### src/sv/patd_pkg.sv
package patd_pkg;

    localparam int unsigned DELAY_W  = 16;
    localparam int unsigned PULSE_W  = 8;
    localparam int unsigned CFG_IDX_W = 8;
    localparam int unsigned CFG_DATA_W = 16;
    localparam int unsigned S_TDATA_W = 8;
    localparam int unsigned M_TDATA_W = 24;

    // register indexes on the configuration channel
    localparam logic [CFG_IDX_W-1:0] REG_STEP_TICKS  = 8'd0;
    localparam logic [CFG_IDX_W-1:0] REG_MIN_DELAY   = 8'd1;
    localparam logic [CFG_IDX_W-1:0] REG_MAX_DELAY   = 8'd2;
    localparam logic [CFG_IDX_W-1:0] REG_PULSE_WIDTH = 8'd3;

    localparam logic [DELAY_W-1:0] RST_STEP_TICKS  = 16'd1000;
    localparam logic [DELAY_W-1:0] RST_MIN_DELAY   = 16'd1000;
    localparam logic [DELAY_W-1:0] RST_MAX_DELAY   = 16'd8000;
    localparam logic [PULSE_W-1:0] RST_PULSE_WIDTH = 8'd50;

    typedef struct packed {
        logic [DELAY_W-1:0] step_ticks;
        logic [DELAY_W-1:0] min_delay;
        logic [DELAY_W-1:0] max_delay;
        logic [PULSE_W-1:0] pulse_width;
    } cfg_t;

    typedef struct packed {
        logic [DELAY_W-1:0] delay_ticks;
        logic [DELAY_W-1:0] countdown;
        logic               armed;
        logic [PULSE_W-1:0] pulse_left;
        logic               last_sync;
    } tick_state_t;

    typedef struct packed {
        logic sync_level;
        logic up_press;
        logic down_press;
    } tick_in_t;

    // trigger in bit 0, delay_now above it
    typedef struct packed {
        logic [DELAY_W-1:0] delay_now;
        logic               trigger;
    } result_t;

endpackage

### src/sv/patd_tick.sv
module patd_tick (
    input  patd_pkg::cfg_t        cfg,
    input  patd_pkg::tick_state_t cur,
    input  patd_pkg::tick_in_t    tick,
    output patd_pkg::tick_state_t nxt,
    output patd_pkg::result_t     res
);

    logic                          edge_seen;
    logic [patd_pkg::PULSE_W-1:0]  pulse_mid;
    logic [patd_pkg::DELAY_W:0]    up_sum;
    logic [patd_pkg::DELAY_W-1:0]  delay_up;
    logic [patd_pkg::DELAY_W-1:0]  delay_dn;

    assign edge_seen = tick.sync_level != cur.last_sync;

    always_comb
    begin
        nxt           = cur;
        nxt.last_sync = tick.sync_level;
        pulse_mid     = cur.pulse_left;
        if (edge_seen)
        begin
            nxt.countdown = cur.delay_ticks;
            nxt.armed     = 1'b1;
        end
        else if (cur.armed)
        begin
            if (cur.countdown == '0)
            begin
                nxt.armed = 1'b0;
                pulse_mid = cfg.pulse_width;
            end
            else
            begin
                nxt.countdown = cur.countdown - 1'b1;
            end
        end

        res.trigger    = pulse_mid != '0;
        nxt.pulse_left = res.trigger ? pulse_mid - 1'b1 : pulse_mid;

        // up first, saturating at the maximum
        up_sum = {1'b0, cur.delay_ticks} + {1'b0, cfg.step_ticks};
        if (!tick.up_press)
            delay_up = cur.delay_ticks;
        else if (cur.delay_ticks >= cfg.max_delay)
            delay_up = cfg.max_delay;
        else if (up_sum > {1'b0, cfg.max_delay})
            delay_up = cfg.max_delay;
        else
            delay_up = up_sum[patd_pkg::DELAY_W-1:0];

        // then down, saturating at the minimum with no wrap below zero
        if (!tick.down_press)
            delay_dn = delay_up;
        else if (delay_up <= cfg.min_delay)
            delay_dn = cfg.min_delay;
        else if (cfg.step_ticks > delay_up || (delay_up - cfg.step_ticks) < cfg.min_delay)
            delay_dn = cfg.min_delay;
        else
            delay_dn = delay_up - cfg.step_ticks;

        nxt.delay_ticks = delay_dn;
        res.delay_now   = delay_dn;
    end

endmodule

### src/sv/patd_out_buf.sv
module patd_out_buf (
    input  logic              clk,
    input  logic              rst_n,
    input  logic              in_valid,
    output logic              in_ready,
    input  patd_pkg::result_t in_data,
    output logic              out_valid,
    input  logic              out_ready,
    output patd_pkg::result_t out_data
);

    logic              main_valid_reg;
    logic              main_valid_next;
    logic              skid_valid_reg;
    logic              skid_valid_next;
    patd_pkg::result_t main_reg;
    patd_pkg::result_t main_next;
    patd_pkg::result_t skid_reg;
    patd_pkg::result_t skid_next;
    logic              take;

    assign in_ready  = !skid_valid_reg;
    assign out_valid = main_valid_reg;
    assign out_data  = main_reg;
    assign take      = main_valid_reg && out_ready;

    always_comb
    begin
        main_valid_next = main_valid_reg;
        skid_valid_next = skid_valid_reg;
        main_next       = main_reg;
        skid_next       = skid_reg;
        if (skid_valid_reg)
        begin
            if (take)
            begin
                main_next       = skid_reg;
                skid_valid_next = 1'b0;
            end
        end
        else if (in_valid)
        begin
            if (!main_valid_reg || take)
            begin
                main_next       = in_data;
                main_valid_next = 1'b1;
            end
            else
            begin
                skid_next       = in_data;
                skid_valid_next = 1'b1;
            end
        end
        else if (take)
        begin
            main_valid_next = 1'b0;
        end
    end

    always_ff @(posedge clk or negedge rst_n)
    begin
        if (!rst_n)
        begin
            main_valid_reg <= 1'b0;
            skid_valid_reg <= 1'b0;
        end
        else
        begin
            main_valid_reg <= main_valid_next;
            skid_valid_reg <= skid_valid_next;
        end
    end

    always_ff @(posedge clk)
    begin
        main_reg <= main_next;
        skid_reg <= skid_next;
    end

endmodule

### src/sv/phase_angle_trigger_delay_core.sv
// Phase-angle trigger delay for a triac dimmer. Each input beat is one timer
// tick carrying the mains sync level and the up and down button events; each
// tick gives exactly one result beat with the trigger level and the current
// delay. A sync level change in either direction loads a countdown with the
// delay; the trigger goes high on the delay+1'th tick after that change (with
// no further change between) and stays high for pulse_width ticks.
// The buttons move the delay by step_ticks within [min_delay, max_delay],
// up applied before down. The state update is a single pass of logic between
// the state registers and the result register, so one beat is accepted every
// clock unless the output buffer is full. A two-entry buffer keeps input
// flowing while a result waits; input stalls only once both entries are full.
// Configuration (index 0 step_ticks, 1 min_delay, 2 max_delay, 3 pulse_width)
// is written over its own channel, always ready, and must be written idle.
module phase_angle_trigger_delay_core (
    input  logic                               clk,
    input  logic                               rst_n,
    // tick input
    input  logic                               s_axis_tvalid,
    output logic                               s_axis_tready,
    // [0] sync_level, [1] up_press, [2] down_press, [7:3] zero
    input  logic [patd_pkg::S_TDATA_W-1:0]     s_axis_tdata,
    // results
    output logic                               m_axis_tvalid,
    input  logic                               m_axis_tready,
    // [0] trigger, [16:1] delay_now, [23:17] zero
    output logic [patd_pkg::M_TDATA_W-1:0]     m_axis_tdata,
    // configuration writes
    input  logic                               cfg_valid,
    output logic                               cfg_ready,
    input  logic [patd_pkg::CFG_IDX_W-1:0]     cfg_index,
    input  logic [patd_pkg::CFG_DATA_W-1:0]    cfg_data
);

    patd_pkg::cfg_t        cfg_reg;
    patd_pkg::tick_state_t state_reg;
    patd_pkg::tick_state_t state_next;
    patd_pkg::tick_in_t    tick;
    patd_pkg::result_t     res;
    patd_pkg::result_t     res_out;
    logic                  s_accept;

    assign cfg_ready = 1'b1;
    assign s_accept  = s_axis_tvalid && s_axis_tready;

    assign tick.sync_level = s_axis_tdata[0];
    assign tick.up_press   = s_axis_tdata[1];
    assign tick.down_press = s_axis_tdata[2];

    // configuration registers; out-of-range indexes drop silently
    always_ff @(posedge clk or negedge rst_n)
    begin
        if (!rst_n)
        begin
            cfg_reg.step_ticks  <= patd_pkg::RST_STEP_TICKS;
            cfg_reg.min_delay   <= patd_pkg::RST_MIN_DELAY;
            cfg_reg.max_delay   <= patd_pkg::RST_MAX_DELAY;
            cfg_reg.pulse_width <= patd_pkg::RST_PULSE_WIDTH;
        end
        else if (cfg_valid && cfg_ready)
        begin
            case (cfg_index)
                patd_pkg::REG_STEP_TICKS:  cfg_reg.step_ticks  <= cfg_data;
                patd_pkg::REG_MIN_DELAY:   cfg_reg.min_delay   <= cfg_data;
                patd_pkg::REG_MAX_DELAY:   cfg_reg.max_delay   <= cfg_data;
                patd_pkg::REG_PULSE_WIDTH:
                    cfg_reg.pulse_width <= cfg_data[patd_pkg::PULSE_W-1:0];
                default: ;
            endcase
        end
    end

    // one tick of timing logic
    patd_tick u_tick (
        .cfg  (cfg_reg),
        .cur  (state_reg),
        .tick (tick),
        .nxt  (state_next),
        .res  (res)
    );

    // advance state only on an accepted beat
    always_ff @(posedge clk or negedge rst_n)
    begin
        if (!rst_n)
        begin
            state_reg.delay_ticks <= patd_pkg::RST_MAX_DELAY;
            state_reg.countdown   <= '0;
            state_reg.armed       <= 1'b0;
            state_reg.pulse_left  <= '0;
            state_reg.last_sync   <= 1'b0;
        end
        else if (s_accept)
        begin
            state_reg <= state_next;
        end
    end

    // hold results until the sink takes them
    patd_out_buf u_out_buf (
        .clk       (clk),
        .rst_n     (rst_n),
        .in_valid  (s_axis_tvalid),
        .in_ready  (s_axis_tready),
        .in_data   (res),
        .out_valid (m_axis_tvalid),
        .out_ready (m_axis_tready),
        .out_data  (res_out)
    );

    assign m_axis_tdata = {{(patd_pkg::M_TDATA_W - $bits(patd_pkg::result_t)){1'b0}}, res_out};

    // a stalled input means both buffer entries hold results
    a_stall_has_result: assert property (@(posedge clk) disable iff (!rst_n)
        !s_axis_tready |-> m_axis_tvalid)
        else $error("input stalled with no result pending");

    // a sync change always arms the countdown
    a_edge_arms: assert property (@(posedge clk) disable iff (!rst_n)
        (s_accept && (s_axis_tdata[0] != state_reg.last_sync)) |=> state_reg.armed)
        else $error("sync edge did not arm countdown");

    // no button, no change to the delay
    a_delay_hold: assert property (@(posedge clk) disable iff (!rst_n)
        (s_accept && !s_axis_tdata[1] && !s_axis_tdata[2]) |=> $stable(state_reg.delay_ticks))
        else $error("delay moved without a button event");

    // every accepted beat leaves a result pending
    a_accept_result: assert property (@(posedge clk) disable iff (!rst_n)
        s_accept |=> m_axis_tvalid)
        else $error("accepted beat produced no result");

endmodule
### config.mk
export PLATFORM = sky130hd
export DESIGN_NAME = phase_angle_trigger_delay_core
export DESIGN_NICKNAME = d
export VERILOG_FILES = /design/src/sv/patd_pkg.sv /design/src/sv/patd_tick.sv /design/src/sv/patd_out_buf.sv /design/src/sv/phase_angle_trigger_delay_core.sv
export SDC_FILE = /design/constraint.sdc
export NUM_CORES = 1
export LEC_CHECK = 0
export BUFFER_PORTS_ARGS = -buffer_cell sky130_fd_sc_hd__buf_4
export CAP_MARGIN = 30
export CORE_UTILIZATION = 55
export DETAILED_ROUTE_END_ITERATION = 8
export PLACE_DENSITY = 0.76
export SYNTH_ARGS = -nofsm -noshare
export SYNTH_HDL_FRONTEND = slang
export SYNTH_SLANG_ARGS = --single-unit
### constraint.sdc
create_clock -name clk -period 8.2 [get_ports clk]
set_clock_uncertainty 0.2 [all_clocks]
set_input_delay 0.41 -clock clk [delete_from_list [all_inputs] [get_ports clk]]
set_output_delay 0.41 -clock clk [all_outputs]
set_load 0.01 [all_outputs]
==> results.yml, run 1 <==
power:
  p_leak_nw: 5.28
  internal-power_w: 0.00271
  power_density_nw_per_um2: 428
  seqPwrFrac_pct: 20.0
  ir_worst_vdd_mv: 0.244
  clkPwrFrac_pct: 15.2
  switching_power_w: 0.00235
  p_sw_share_pct: 46.5
  comb_power_share_pct: 64.8
die:
  design.die.area_um2: 18300
  core_um2: 17400
  die_h_um: 135
  start_util_pct: 56.4
  rows: 48
  die_w_um: 135
  io_pins: 64
place:
  io_buffers: 50
  place_area_um2: 10800
  dp.cells: 1377
  gp_congestion: 0.937
  hpwl_mm: 20.2
synthesis:
  yosys.area_share.xor_xnor_pct: 2.15
  synth_mux_area_share_pct: 8.96
  ys.flop_type: "dfrtp_1"
  synth_top_family_by_area: "compound AO/OA/AOI/OAI gates"
  syn_inst: 1067
  ys.warnings.count: 0
  synth_area_per_cell_um2: 9.17
  synthAdderAreaFrac_pct: 12.8
  seq_area_frac_synth_pct: 36.3
  netlist_area_um2: 9790
  synth-edff-count: 34
  yosysUniqueCellTypes: 79
  synth_compound_area_share_pct: 19.5
  async_flop_share_pct: 74.6
  synth-simple-area-share_pct: 14.6
  ys_ff_latch: 134
grt:
  grt_pass1_wl_mm: 43.3
  gr-total-overflow: 0
  track_usage_pct: 31.0
  grt_max_degree: 59
  grt_pass1_vias: 8295
  antenna_found_initial: 0
routing:
  dr.pass1.iters: 6
  ant_nets: 0
  drt-initial-drc-count: 818
  vias_per_cell: 6.23
  drc: 0
  vias: 8875
  wl_per_cell_um: 19.9
  finalWirelength_mm: 28.3
timing:
  final_hold_viol_count: 0
  fin_setup_tns_ns: 0
  slew_violations: 0
  holdWs_ns: 0.00427
  rsz0062_at_grt: "yes"
  fmax_mhz: 123
  worstMarginPinSlew_ns: 0.935
  slew_headroom_pct: 37.5
  period_needed_ns: 8.16
  setup_viol: 0
  fin_crit_sh_pct: 99.5
setup_path:
  slowest_stage: "o21ai_0"
  path_max_fanout: 7
  r2r_start: "state_reg[26]"
  r2r_setup_slack_ns: 0.04
  slowest_delay_ns: 0.43
  r2r_cells: 36
  cp.required_ns: 8.16
  worstReg2RegEnd: "u_out_buf.out_data[15]"
  crit_type: "reg2reg"
  endpoint_kind: "flop"
  worstPathArrival_ns: 8.12
  worst_setup_path_start_kind: "flop"
clock_network:
  cts_made_buffers: 17
  path_clk_slew_ns: 0.07
  root_buffer: "clkbuf_16"
  clkSinkCount: 134
  clock_latency_ns: 0.43
  clockBufferDepth: 2
  cts_tree: "built"
  h-tree-depth: 4
run_status:
  status: "complete, no violations"
run:
  drv_cap: 0
final_layout:
  diodes: 0
  fillerInstances: 1327
  largest_reg_flops: 56
  final_cells: 1424
  final_cell_area_um2: 11800
  drive_above_1_share_pct: 26.9
  syn2layout_area_growth_pct: 20.8
  final_core_util_pct: 68.1
  nets: 1322
min_path:
  hp-class: "in2reg"
  whs_path_depth: 3
  min_to: "state_reg[0]"
  min_from: "s_axis_tdata[0]"
==> power groups by stage <==
stage / combinational, W / sequential, W / clock, W
3_3_place_gp: 0.00287 / 0.00101 / 0
3_5_place_dp: 0.00295 / 0.00101 / 0
6_report: 0.00328 / 0.00101 / 0.000772
2_1_floorplan: 0.00197 / 0.00100 / 0
5_1_grt: 0.00359 / 0.00103 / 0.000806
4_1_cts: 0.00301 / 0.00101 / 0.000776
==> area by class of cell <==
type | instances | area (µm²) | area share, %
inverters | 81 | 304 | 2.57
clock buffers | 17 | 425 | 3.60
multi-input cells | 808 | 5990 | 50.7
clock inverters | 15 | 166 | 1.41
repair buffers | 144 | 1100 | 9.28
well taps | 225 | 282 | 2.38
flip-flops and latches | 134 | 3560 | 30.1
==> worst max-delay path by stage <==
stage                        from                endpoint  slack [ns]  cells past startpoint
CTS                   cfg_reg[40]   u_out_buf.out_data[6]       0.002                     37
finish              state_reg[26]  u_out_buf.out_data[15]        0.04                     36
global placement      cfg_reg[40]   u_out_buf.out_data[7]       -0.07                     37
detailed placement    cfg_reg[40]   u_out_buf.out_data[6]       -0.37                     37
floorplan           state_reg[26]  u_out_buf.out_data[10]        0.28                     36
global route        state_reg[26]  u_out_buf.out_data[11]       -0.21                     36
==> cells in the final DEF (no fill, tap or decap), types with 5 or more instances in the layout <==
cell | Yosys | routed
buf_4 | 8 | 139
nand2_1 | 101 | 100
o21ai_0 | 108 | 98
ha_1 | 97 | 93
inv_1 | 80 | 76
dfrtp_1 | 73 | 73
nor2_1 | 69 | 67
a21oi_1 | 56 | 52
mux2_2 | 53 | 44
edfxtp_1 | 34 | 34
nor3_1 | 28 | 27
dfstp_2 | 27 | 27
nand3_1 | 24 | 23
nand4_1 | 20 | 20
mux2i_1 | 28 | 20
clkbuf_16 | 0 | 17
xnor2_1 | 16 | 15
a31oi_1 | 15 | 14
o31ai_1 | 13 | 11
a21o_1 | 9 | 9
nor2b_1 | 11 | 9
mux2_4 | 0 | 9
a22oi_1 | 12 | 9
xor2_1 | 8 | 8
o21a_1 | 8 | 8
conb_1 | 2 | 8
and2_1 | 7 | 7
nor4_1 | 8 | 7
o21ai_2 | 0 | 6
a311oi_1 | 7 | 6
a211oi_1 | 8 | 6
a211o_1 | 6 | 6
o211ai_1 | 6 | 6
or3_1 | 6 | 6
mux2i_2 | 0 | 6
inv_6 | 0 | 6
o21ai_1 | 1 | 5
a2111oi_0 | 5 | 5
a22o_1 | 5 | 5
==> cell families after synthesis <==
kind of cell               count (synthesis)
DFF                                      134
xor gates and xnor gates                  24
and+or+nand+nor                          299
AOI/OAI and AO/OA                        297
other                                      2
buffers and inverters                    131
muxes                                     81
adders and majority gates                 99
==> cells in the mapped netlist (all sizes together) (8+ instances only) <==
cell type  count  area [µm²]
ha            97        1210
o21a           8        60.1
nand4         20         125
a22oi         12        90.1
xor2           8        70.1
a211oi         8        60.1
o21ai        109         546
mux2          53         597
edfxtp        34        1020
nor4           9        62.6
nor2          69         259
buf           19         125
a21o           9        67.6
mux2i         28         280
dfrtp         73        1830
clkbuf        31         118
nand3         25         130
nor3          31         176
a21oi         57         297
inv           80         300
nand2        101         379
dfstp         27         709
a31oi         15        93.8
nor2b         11        68.8
o31ai         13        97.6
xnor2         16         140
==> per-stage QoR <==
stage	setup slack (ns)	power, W
4_1_cts	0.00219	0.00479
3_5_place_dp	-0.372	0.00397
5_1_grt	-0.210	0.00543
3_3_place_gp	-0.0693	0.00388
6_report	0.0432	0.00506
2_1_floorplan	0.283	0.00297
==> critical path, delay by kind of cell (launching register included) <==
kind / cells / cell delay, ns
mux: 3 / 0.55
buf+inv: 4 / 0.78
compound gates: 17 / 3.29
simple gates: 5 / 0.75
xor+xnor: 2 / 0.34
flops: 1 / 0.38
fa+ha+maj: 5 / 1.60
==> timing repair <==
item                                   CTS  global route
endpoints found under the hold margin   26             0
gates resized for setup                 13            64
hold buffers                             2             0
buffers inserted                         4             9
setup endpoints to repair               47            48
pin swaps                                8            36
==> metal layers <==
| layer | GRT usage (%) | routed length (µm) |
|---|---|---|
| met5 | 0 | 0 |
| met4 | 8.68 | 674 |
| met3 | 4.53 | 2010 |
| met2 | 50.3 | 13200 |
| met1 | 43.0 | 12400 |
No activity file was read; power rests on OpenSTA's default activity.
==> inputs of run 2 (changes only) <==
--- a/config.mk
+++ b/config.mk
@@ -5,11 +5,10 @@
 export SDC_FILE = /design/constraint.sdc
 export NUM_CORES = 1
 export LEC_CHECK = 0
-export BUFFER_PORTS_ARGS = -buffer_cell sky130_fd_sc_hd__buf_4
+export BUFFER_PORTS_ARGS = -buffer_cell sky130_fd_sc_hd__buf_2
 export CAP_MARGIN = 30
-export CORE_UTILIZATION = 55
+export CORE_UTILIZATION = 36
 export DETAILED_ROUTE_END_ITERATION = 8
-export PLACE_DENSITY = 0.76
 export SYNTH_ARGS = -nofsm -noshare
 export SYNTH_HDL_FRONTEND = slang
 export SYNTH_SLANG_ARGS = --single-unit
==> run 2 against run 1 <==
Effect of this change: die area rose by 52%; combinational power rose by 8.5%; critical path depth rose by 2; worst hold slack improved by 0.022 ns; wire length rose by 2.4%.
==> results.yml, run 2 (synthesis gave the netlist of run 1 again) <==
setup_path:
  slowest_delay_ns: 0.51
  cpMostUsedCell: "o21ai_2"
  r2r_cells: 38
  worst_setup_path_start_kind: "flop"
  slowest_stage: "or4_1"
  r2r_start: "state_reg[26]"
  cp.required_ns: 8.16
  crit_type: "reg2reg"
  worstPathArrival_ns: 8.07
  endpoint_kind: "flop"
  path_max_fanout: 6
  r2r_setup_slack_ns: 0.09
  worstReg2RegEnd: "u_out_buf.out_data[5]"
final_layout:
  fillerInstances: 2489
  nets: 1365
  final_cell_mix: "buf_4, nand2_1, ha_1"
  syn2layout_area_growth_pct: 25.2
  multi_input_area_um2: 6030
  drive_above_1_share_pct: 29.3
  final_core_util_pct: 46.5
  diodes: 0
  register_area_um2: 3560
  final_common_cell: "buf_4"
  largest_reg_flops: 56
clock_network:
  cts_tree: "built"
  root_buffer: "clkbuf_16"
  h-tree-depth: 4
  cts_made_buffers: 17
  clkSinkCount: 134
  path_clk_slew_ns: 0.06
  clockBufferDepth: 2
  clock_latency_ns: 0.42
place:
  dp_slack_ns: -0.379
  hpwl_mm: 22.2
  io_buffers: 50
  gp_congestion: 0.943
routing:
  drt-initial-drc-count: 679
  vias_per_cell: 5.54
  wl_per_cell_um: 18.4
  vias: 8742
  finalWirelength_mm: 29.0
  ant_nets: 0
  drc: 0
  dr.pass1.iters: 6
run:
  drv_cap: 0
grt:
  grt_max_degree: 67
  grt_pass1_wl_mm: 45.4
  gr-total-overflow: 0
  grt_pass1_vias: 8242
  antenna_found_initial: 0
  track_usage_pct: 21.0
timing:
  final.setup.worst_slack_ns: 0.0911
  worstMarginPinSlew_ns: 1.10
  final_hold_viol_count: 0
  slew_headroom_pct: 25.8
  fin_crit_sh_pct: 98.9
  period_needed_ns: 8.11
  fmax_mhz: 123
  slew_violations: 0
  setup_viol: 0
  rsz0062_at_grt: "yes"
min_path:
  min_to: "cfg_reg[55]"
  whs_path_depth: 3
  hp-class: "in2reg"
  min_from: "cfg_data[15]"
die:
  core_um2: 26400
  die_w_um: 167
  rows: 59
  design.die.area_um2: 27900
  start_util_pct: 37.1
  die_h_um: 167
  io_pins: 64
power:
  power_w: 0.00537
  power_density_nw_per_um2: 438
  p_leak_nw: 5.49
  ir_worst_vdd_mv: 0.205
run_status:
  status: "complete, no violations"
==> run 2: changes by cell type in the layout (fill, tap and decap cells not counted), moves of 6 or more <==
cell,delta
mux2_2,+8
mux2i_2,-6
buf_2,+49
buf_4,-8
o21ai_1,+11
mux2_4,-8
o21ai_0,-11
==> run 2: worst max-delay path, delay by kind of cell (launching register included) <==
family	cells	cell delay [ns]
multiplexers	1	0.21
AO/OA/AOI/OAI	20	3.53
adder cells (fa/ha/maj)	6	1.67
XOR/XNOR	1	0.14
buffers and inverters	4	0.55
AND/OR/NAND/NOR	6	1.13
flip-flops	1	0.39
==> run 2: report_power, final <==
part	switching (W)	total [W]	internal, W
Sequential	0.000130	0.00101	0.000878
Clock	0.000306	0.000802	0.000496
Combinational	0.00197	0.00356	0.00159
==> run 2: per-stage QoR <==
stage          instances  instance area, µm²  hold WS, ns  TNS (ns)
2_1_floorplan       1073                9810      -0.0856         0
3_3_place_gp        1528               11200        0.211     -9.57
3_5_place_dp        1528               11200        0.214    -12.06
4_1_cts             1569               12000       0.0207         0
5_1_grt             1577               12300       0.0478     -6.81
6_report            1577               12300       0.0265         0
==> run 2: worst max-delay path by stage <==
stage                   from                      to  slack [ns]  cells after the start
6_report       state_reg[26]   u_out_buf.out_data[5]        0.09                     38
3_3_place_gp     cfg_reg[40]   u_out_buf.out_data[9]       -0.32                     38
2_1_floorplan  state_reg[26]  u_out_buf.out_data[10]        0.28                     36
3_5_place_dp     cfg_reg[40]   u_out_buf.out_data[6]       -0.38                     38
5_1_grt        state_reg[26]  u_out_buf.out_data[14]       -0.24                     38
4_1_cts          cfg_reg[40]  u_out_buf.out_data[14]       0.007                     37
==> run 2: layout make-up <==
type	instances	area share, %
clock buffer	20	3.99
multi-input combinational	808	49.2
clock inverter	12	1.11
sequential	134	29.0
timing repair buffer	187	10.8
tap	335	3.42
inverter	81	2.48
==> run 2: per-layer routing <==
layer  vias up  GRT usage [%]  part of all wire (%)
li1       4236              -                     -
met1      4257           29.5                    48
met2       220           33.6                    47
met3        29           2.19                   3.8
met4         0           6.72                   1.9
met5         -              0                     0
==> run 2: timing repair <==
| action | CTS | global route |
|---|---|---|
| endpoints found under the hold margin | 29 | 0 |
| cloned | 1 | 0 |
| gates resized for setup | 29 | 57 |
| buffers inserted | 7 | 12 |
| pin swaps | 20 | 41 |
| endpoints found under the setup margin | 48 | 48 |
| hold buffers | 2 | 0 |
